===== config.mk =====
export PLATFORM = sky130hd
export DESIGN_NAME = qrs_div_cell
export DESIGN_NICKNAME = d
export VERILOG_FILES = /design/src/hdl/qrs_pkg.sv /design/src/hdl/qrs_div_cell.sv
export SDC_FILE = /design/constraint.sdc
export NUM_CORES = 1
export LEC_CHECK = 0
export ABC_AREA = 1
export ABC_CLOCK_PERIOD_IN_PS = 12400
export CAP_MARGIN = 20
export CORE_AREA = 2 2 152 154
export CTS_CLUSTER_SIZE = 25
export DETAILED_ROUTE_END_ITERATION = 8
export DIE_AREA = 0 0 154 156
export DONT_BUFFER_PORTS = 1
export SLEW_MARGIN = 5
export SYNTH_ARGS = -nofsm -noshare
export SYNTH_HDL_FRONTEND = slang
export SYNTH_SLANG_ARGS = --single-unit

===== constraint.sdc =====
create_clock -name clk -period 12.4 [get_ports clk]
set_input_delay 2.48 -clock clk [delete_from_list [all_inputs] [get_ports clk]]
set_output_delay 2.48 -clock clk [all_outputs]
set_load 0.03 [all_outputs]

===== src/hdl/qrs_pkg.sv =====
package qrs_pkg;

	// outcome code carried with every result
	typedef enum logic [1:0] {
		KIND_SINGLE     = 2'd0,
		KIND_TWO_REAL   = 2'd1,
		KIND_COMPLEX    = 2'd2,
		KIND_LEAD_ZERO  = 2'd3
	} root_kind_t;

endpackage


===== src/hdl/qrs_div_cell.sv =====
module qrs_div_cell #(
	parameter int NW  = 34,
	parameter int DVW = 17,
	parameter int TW  = 4
) (
	input  logic                    clk,
	input  logic                    arst_n,
	input  logic                    v_in,
	output logic                    rdy_out,
	input  logic [DVW-1:0]          den_in,
	input  logic [1:0][NW-1:0]      dvd_in,
	input  logic [1:0][DVW-1:0]     rem_in,
	input  logic [1:0][NW-1:0]      quo_in,
	input  logic [TW-1:0]           tag_in,
	output logic                    v_out,
	input  logic                    rdy_in,
	output logic [DVW-1:0]          den_out,
	output logic [1:0][NW-1:0]      dvd_out,
	output logic [1:0][DVW-1:0]     rem_out,
	output logic [1:0][NW-1:0]      quo_out,
	output logic [TW-1:0]           tag_out
);
	import qrs_pkg::*;

	logic [1:0][DVW-1:0] rem_nx;
	logic [1:0][NW-1:0]  quo_nx;
	logic [1:0][NW-1:0]  dvd_nx;
	logic                en;
	logic                v_q;
	logic [DVW-1:0]      den_q;
	logic [1:0][NW-1:0]  dvd_q;
	logic [1:0][DVW-1:0] rem_q;
	logic [1:0][NW-1:0]  quo_q;
	logic [TW-1:0]       tag_q;

	// one restoring step per lane, both lanes share the divisor
	always_comb begin
		logic [DVW:0] cur;
		logic [DVW:0] diff;
		logic         ge;
		for (int l = 0; l < 2; l++) begin
			cur       = {rem_in[l], dvd_in[l][NW-1]};
			diff      = cur - {1'b0, den_in};
			ge        = (cur >= {1'b0, den_in});
			rem_nx[l] = ge ? diff[DVW-1:0] : cur[DVW-1:0];
			quo_nx[l] = {quo_in[l][NW-2:0], ge};
			dvd_nx[l] = {dvd_in[l][NW-2:0], 1'b0};
		end
	end

	assign en      = !v_q || rdy_in;
	assign rdy_out = en;

	always_ff @(posedge clk or negedge arst_n) begin
		if (!arst_n) begin
			v_q <= 1'b0;
		end else if (en) begin
			v_q <= v_in;
		end
	end

	always_ff @(posedge clk) begin
		if (en && v_in) begin
			den_q <= den_in;
			dvd_q <= dvd_nx;
			rem_q <= rem_nx;
			quo_q <= quo_nx;
			tag_q <= tag_in;
		end
	end

	assign v_out   = v_q;
	assign den_out = den_q;
	assign dvd_out = dvd_q;
	assign rem_out = rem_q;
	assign quo_out = quo_q;
	assign tag_out = tag_q;

endmodule


## Word-level counts from Yosys, hierarchy flattened

Index checks and enable logic that the tools add are counted.

| storage, ports and cells | value |
|---|---|
| flip-flop bits (word level) | 190 |
| input port bits | 195 |
| output and inout bits | 193 |
| logic and storage cells | 18 |

| operators by class | value |
|---|---|
| add/sub/neg operators | 2 |
| magnitude comparators | 2 |
| muxes and demuxes | 2 |
| reduce and logical (&&, ||, !) cells | 3 |

Operators by type and width:

| cell | count |
|---|---|
| >= comparator 18 x 17 -> 1 bit | 2 |
| two-way mux 17 bit | 2 |
| subtractor 17 bit | 2 |
| logical AND 1 bit | 1 |
| logical NOT 1 bit | 1 |
| logical OR 1 bit | 1 |

## Longest topological paths before layout

Gate-level depths: netlist of run 1.

| logic depth | value |
|---|---|
| word-level depth | 3 |
| mapped depth | 15 |

## Worst setup path before layout of run 1

Ideal clock, no wire load.

| path | value |
|---|---|
| path kind | in2reg |
| start point | in v_in |
| end point | reg den_q[0] (netlist: den_out[0]), enable pin |
| data arrival time | 11.598 ns |
| required time | 11.599 ns |
| setup slack | 0.001 ns |
| stages | 2 |
| path buffers | 0 |
| cell sequence | inv_1 -> a21oi_1 |

| between the ends | value |
|---|---|
| longest elaborated chain between the ends | 1 |

Ends and longest elaborated chain:

| what | line | text |
|---|---|---|
| start, declared | qrs_div_cell.sv:8 | `input logic v_in,` |
| logical AND 1 bit | qrs_div_cell.sv:63 | `if (en && v_in) begin` |
| end signal, assigned | qrs_div_cell.sv:64 | `den_q <= den_in;` |
| end, declared | qrs_div_cell.sv:30 | `logic [DVW-1:0] den_q;` |

No other way between the ends.
A chain may end at the register's enable or synchronous reset.

## Worst setup path after layout of run 1

| path | value |
|---|---|
| start point | in rdy_in |
| end point | out rdy_out |

| between the ends | value |
|---|---|
| longest elaborated chain between the ends | 1 |

Ends and longest elaborated chain:

| what | line | text |
|---|---|---|
| start, declared | qrs_div_cell.sv:16 | `input logic rdy_in,` |
| logical OR 1 bit | qrs_div_cell.sv:51 | `assign en = !v_q \|\| rdy_in;` |
| end, declared | qrs_div_cell.sv:9 | `output logic rdy_out,` |

No other way between the ends.

==> flow_summary.yaml, run 1 <==
cts:
  cts_setup_buffers: 0
  htreeDepth: 4
  clk_pin_slew_ns: 0.08
  cts-root-buf: "clkbuf_16"
  cts_inserted_buffers: 17
  ctsHoldBuffers: 0
  cts.sinks: 190
  clk_path_buf_depth: 2
  post_cts_resized: 0
  clkLatencyLatePin_ns: 0.43
  cts_tree: "done"
route:
  dr.pass1.iters: 4
  routed_wl_mm: 21.5
  drc: 0
  drt_iter0_drc: 363
  vias: 5254
  ant_nets: 0
  avgRoutedWirePerCell_um: 19.8
  vias_per_cell: 4.84
yosys:
  synth_edf_count: 189
  syn_inst: 772
  yosys.area.top_type: "edfxtp_1"
  async_flop_share: 0.00526
  synth.area.top_cells: "edfxtp_1 (66%), nand2_1 (11%), inv_1 (5.0%)"
  ys_seq_elements: 190
  synth.distinct_cells: 35
  netlist_area_um2: 8610
  yosysWarnings: 0
  avgSynthCellArea_um2: 11.2
  ys_seq_area_frac: 0.662
  synth_top_area_share: 0.659
  synth_flop_cell: "edfxtp_1"
run_status:
  status: "complete, no violations"
pwr:
  switching_share: 0.302
  totalPowerFinal_mw: 1.59
  peakVddDrop_uv: 77.1
  cellPowerDensity_nw_per_um2: 166
  p_seq_frac: 0.541
  power_leakage_nw: 4.13
  power.internal_mw: 1.11
  power.share.combinational: 0.101
  p_sw_uw: 480
  clock_power_share: 0.358
worst_setup_path:
  path_buf_inv: 1
  worst_setup_path_end_kind: "primary output"
  crit_required_ns: 9.92
  crit_family: "simple AND/OR/NAND/NOR gates"
  slowest_delay_ns: 0.23
  crit_path_max_fanout: 2
  critPathSlowestCell: "nand2_1"
  path_class: "input port to primary output"
  critPathLaunch: "rdy_in"
  cp_cell_sequence: "inv_1 -> nand2_1"
  r2r_start: "v_out$_DFFE_PN0N_"
  arrival_ns: 2.79
  critPathLaunchType: "input port"
layout:
  nets: 1018
  drive_above_1_share: 0.0963
  insertedDiodeCount: 0
  final_area_um2: 9580
  fin_cells: 1085
  area_growth_pct: 11.3
placed_design:
  place_inst: 1052
  port_buffers: 0
  gp_congestion: 0.867
  dp_hpwl_mm: 16.8
  dpl_cell_area_um2: 8920
sta:
  finClkSkew_ns: 0.00865
  tns_ns: 0
  worst_pin_slew_ns: 0.993
  rsz0062_at_grt: "false"
  max_freq_mhz: 190
  finalHoldViolCount: 0
  fin_crit_sh: 0.425
  slew_viol_final: 0
  fin_crit_ns: 5.27
  relSlewSlack: 0.338
  setup_viol: 0
hold_path:
  hold_start: "v_out$_DFFE_PN0N_"
  hp-class: "register to register"
grt:
  grt_max_degree: 80
  grt_overflow: 0
  antenna_found_initial: 3
  grt_pass1_vias: 4729
  grt_pass1_wl_mm: 30.0
  grt_util_all_layers: 0.171
floorplanning:
  row_count: 55
  chipWidth_um: 154
  start_util: 0.385
  pin_count: 388
  dieHeight_um: 156
  die-area_um2: 24000
  core_um2: 22400
run:
  max-cap-violations: 0
-- cells in the final DEF, fill, tap and decap left out, types with 3 or more instances in the layout --
master,count
nor3_1,4
clkbuf_16,17
inv_6,3
clkinv_8,5
nand2_4,3
nand4_1,5
nor2_1,21
inv_2,5
nor2_2,6
inv_1,115
ha_1,34
edfxtp_1,189
nand2_1,252
a21oi_1,17
nand2_2,19
xor2_1,12
inv_8,4
nand3_1,59
-- worst paths after layout --
check	to	cells after the start	slack (ns)
worst max-delay path	rdy_out	2	7.13
worst max register to register	quo_out[64]$_DFFE_PP_	3	9.95
min in group asynchronous	v_out$_DFFE_PN0N_	0	1.73
worst min register to register	quo_out[59]$_DFFE_PP_	1	0.98
worst min-delay path	quo_out[59]$_DFFE_PP_	1	0.98
max in group asynchronous	v_out$_DFFE_PN0N_	0	10.60
-- stage by stage --
stage               hold WS [ns]   util  setup slack, ns
finish                     0.984  0.428             7.13
global route                1.01  0.428             7.12
CTS                         1.00  0.427             7.12
detailed placement         0.993  0.399             7.12
global placement           0.984  0.399             7.13
floorplan                  0.895      -          0.00123
-- power by group through the flow --
stage	registers (mW)	clock network [mW]	logic, mW
4_1_cts	0.862	0.586	0.160
5_1_grt	0.864	0.606	0.185
2_1_floorplan	0.879	0	0.128
3_3_place_gp	0.877	0	0.158
6_report	0.861	0.569	0.161
3_5_place_dp	0.876	0	0.159
-- cell type report --
cell class              instances  area [um2]
fillers                      2046       12800
flip-flops and latches        190        5700
multi-input cells             454        2400
inverters                     121         454
clock buffers                  17         425
well taps                     285         357
clock inverters                15         206
repair buffers                  3        42.5
-- state kept, by name, summed over array words and instances, names as in the netlist --
signal / count
den_out: 17
dvd_out: 66
quo_out: 68
rem_out: 34
tag_out: 4
v_out: 1
-- Yosys cell counts (2+ instances only) --
master    instances
inv_1           115
inv_2             5
edfxtp_1        189
nand3_2           2
nand4_1           5
nand2_4           3
xnor2_1           2
nand2_2          19
nand3_1          59
a21oi_1          18
nor2_1           21
and3_1            2
xor2_1           12
nor2_2            6
fa_1              2
buf_4             5
nor3_1            4
ha_1             34
nand2_1         252
a21oi_2           2
-- kinds of logic after synthesis --
family | Yosys count | synth area share
AOI/OAI and AO/OA | 22 | 0.0140
xor gates and xnor gates | 14 | 0.0142
other | 1 | 0.000436
and+or+nand+nor | 380 | 0.194
DFF | 190 | 0.662
buffers and inverters | 129 | 0.0613
adders and majority gates | 36 | 0.0541
-- layer usage --
metal  up-vias  global-route usage  part of all wire
met5         -                   0            0.0020
met4         6              0.0494             0.017
met3        25              0.0853             0.099
met2       243               0.292              0.51
met1      2402               0.188              0.37
li1       2578                   -                 -
Note: power is estimated with default switching activity, not from simulation.
==> run 2, diff against run 1 <==
--- a/config.mk
+++ b/config.mk
@@ -5,13 +5,13 @@
 export SDC_FILE = /design/constraint.sdc
 export NUM_CORES = 1
 export LEC_CHECK = 0
-export ABC_AREA = 1
-export ABC_CLOCK_PERIOD_IN_PS = 12400
+export ABC_AREA = 0
+export ABC_CLOCK_PERIOD_IN_PS = 5320
 export CAP_MARGIN = 20
-export CORE_AREA = 2 2 152 154
+export CORE_AREA = 2 2 151 153
 export CTS_CLUSTER_SIZE = 25
 export DETAILED_ROUTE_END_ITERATION = 8
-export DIE_AREA = 0 0 154 156
+export DIE_AREA = 0 0 153 155
 export DONT_BUFFER_PORTS = 1
 export SLEW_MARGIN = 5
 export SYNTH_ARGS = -nofsm -noshare
==> constraint.sdc (replaced) <==
create_clock -name clk -period 5.32 [get_ports clk]
set_input_delay 1.064 -clock clk [delete_from_list [all_inputs] [get_ports clk]]
set_output_delay 1.064 -clock clk [all_outputs]
set_load 0.03 [all_outputs]
==> run 2 against run 1 <==
  * Worst hold slack worse by 0.66 ns
  * Register-to-register slack worse by 6.9 ns
  * Sequential cell count stayed put
  * Global-route usage is 0.86 points lower
  * Die area is 1.3% lower
  * Count of clock-buffer cells in the layout stayed put
  * Clock skew is 0.0024 ns higher
  * First-iteration DRC count is 30% lower
  * Cell area is 6.4% lower
  * Largest power group unchanged
==> flow_summary.yaml, run 2 <==
run_status:
  status: "complete, no violations"
sta:
  rsz0062_at_grt: "false"
  finalHoldViolCount: 0
  tns_ns: 0
  setup_viol: 0
  worst_pin_slew_ns: 0.976
  fin_crit_sh: 0.684
  slew_viol_final: 0
  fin_hold_ws_ns: 0.326
  relSlewSlack: 0.350
  timing.final.ws_setup_ns: 1.68
  max_freq_mhz: 275
  finClkSkew_ns: 0.0111
  fin_crit_ns: 3.64
worst_setup_path:
  r2r_start: "v_out$_DFFE_PN0N_"
  slowest_delay_ns: 0.61
  critPathSlowestCell: "and2_1"
  r2r-end: "dvd_out[22]$_DFFE_PP_"
  crit_path_max_fanout: 16
  r2r_cells: 3
  regToRegSetupSlack_ns: 3.05
  critPathLaunchType: "input port"
  path_buf_inv: 2
  worst_setup_path_end_kind: "register"
  path_class: "input port to register"
  cp_cell_sequence: "inv_1 -> ha_1 -> inv_1 -> fa_1 -> a21o_1 -> a221oi_4 -> o21ai_1 -> o31ai_2 -> and2_1 -> mux2_2"
  crit_required_ns: 5.49
  crit_top_cell: "inv_1"
  crit_family: "compound AO/OA/AOI/OAI gates"
  arrival_ns: 3.81
yosys:
  ys_seq_area_frac: 0.710
  netlist_area_um2: 8030
  synth.distinct_cells: 60
  synth.area.top_cells: "edfxtp_1 (71%), ha_1 (5.3%), a21oi_1 (1.9%)"
  synth.most_common_cell: "edfxtp_1"
  synth_flop_cell: "edfxtp_1"
  yosys-top-cells-count: "edfxtp_1 (189), ha_1 (34), a21oi_1 (31)"
  synth_edf_count: 189
  ys_seq_elements: 190
  yosys.area.top_type: "edfxtp_1"
  async_flop_share: 0.00526
  avgSynthCellArea_um2: 15.8
  yosysWarnings: 0
  syn_inst: 507
  synth_top_area_share: 0.707
layout:
  area_growth_pct: 11.8
  drive_above_1_share: 0.118
  mostFrequentLayoutCell: "edfxtp_1"
  fin_cells: 819
  nets: 750
  mostFrequentLayoutCells: "edfxtp_1 (189), ha_1 (34), a21oi_1 (31)"
  largest_register_ffs: 68
hold_path:
  hp-class: "input port to async pin"
floorplanning:
  core_um2: 22200
  die-area_um2: 23700
  chipWidth_um: 153
  start_util: 0.361
  dieHeight_um: 155
  row_count: 55
  pin_count: 388
route:
  ant_nets: 0
  vias: 4405
  dr.pass1.iters: 6
  routed_wl_mm: 20.0
  vias_per_cell: 5.38
  avgRoutedWirePerCell_um: 24.5
  drc: 0
  drt_iter0_drc: 255
cts:
  cts-root-buf: "clkbuf_16"
  clk_path_buf_depth: 2
  htreeDepth: 4
  clk_pin_slew_ns: 0.08
  cts_inserted_buffers: 17
  clkLatencyLatePin_ns: 0.42
  ctsHoldBuffers: 0
  cts_tree: "done"
  cts_setup_buffers: 0
  post_cts_resized: 0
  cts.sinks: 190
placed_design:
  port_buffers: 0
  dp_slack_ns: 1.22
  gp_congestion: 0.818
  place_inst: 784
  dp_hpwl_mm: 15.1
grt:
  grt_util_met3: 0.0825
  grt_util_all_layers: 0.162
  antenna_found_initial: 2
  gr-max-usage-layer: "met2"
  grt_overflow: 0
  grt_max_degree: 190
  grt_pass1_vias: 4459
  grt_util_met2: 0.262
  grt_pass1_wl_mm: 28.6
  use_met1: 0.180
run:
  max-cap-violations: 0
pwr:
  cellPowerDensity_nw_per_um2: 405
  peakVddDrop_uv: 169
  totalPowerFinal_mw: 3.63
  power_leakage_nw: 3.24
-- run 2: worst max-delay path by stage --
stage	start	endpoint	slack (ns)	depth (start not counted)
after global placement	dvd_in[67]	rem_out[25]$_DFFE_PP_	1.30	10
final	dvd_in[67]	rem_out[24]$_DFFE_PP_	1.68	10
after CTS	dvd_in[67]	rem_out[21]$_DFFE_PP_	1.68	10
after floorplan	rdy_in	den_out[0]$_DFFE_PP_	1.09	2
after global routing	dvd_in[67]	rem_out[18]$_DFFE_PP_	1.48	10
after detailed placement	dvd_in[67]	rem_out[24]$_DFFE_PP_	1.22	10
-- run 2: per-layer routing --
metal  wire length [um]  up-vias
met3               1970       25
li1                   -     1987
met5                  0        -
met4                574        0
met1               7470     2161
met2              10000      232
-- run 2: per-stage QoR --
stage | util | cell area [um2]
after floorplan | - | 8030
after global placement | 0.375 | 8340
after detailed placement | 0.375 | 8340
after CTS | 0.403 | 8950
after global routing | 0.403 | 8970
final | 0.404 | 8970
-- run 2: layout make-up --
cell class	instances	area, um2
Sequential cell	190	5700
Antenna cell	2	5.00
Multi-Input combinational cell	277	2130
Clock inverter	15	188
Clock buffer	17	425
Timing Repair Buffer	5	57.6
Fill cell	2027	13300
Inverter	28	105
Tap cell	285	357
-- run 2: power breakdown --
group	leakage [nW]	total [mW]	internal (mW)	switching, mW
combinational	1.13	0.342	0.141	0.201
sequential	1.81	2.01	1.78	0.227
clock	0.298	1.28	0.642	0.637
total	3.24	3.63	2.56	1.07
-- run 2: cell families after synthesis --
family | after synthesis | share of synthesized area
other | 1 | 0.000467
buffers and inverters | 41 | 0.0246
DFF | 190 | 0.710
and+or+nand+nor | 93 | 0.0625
AOI/OAI and AO/OA | 113 | 0.102
adders and majority gates | 36 | 0.0580
xor gates and xnor gates | 19 | 0.0207
muxes | 14 | 0.0209
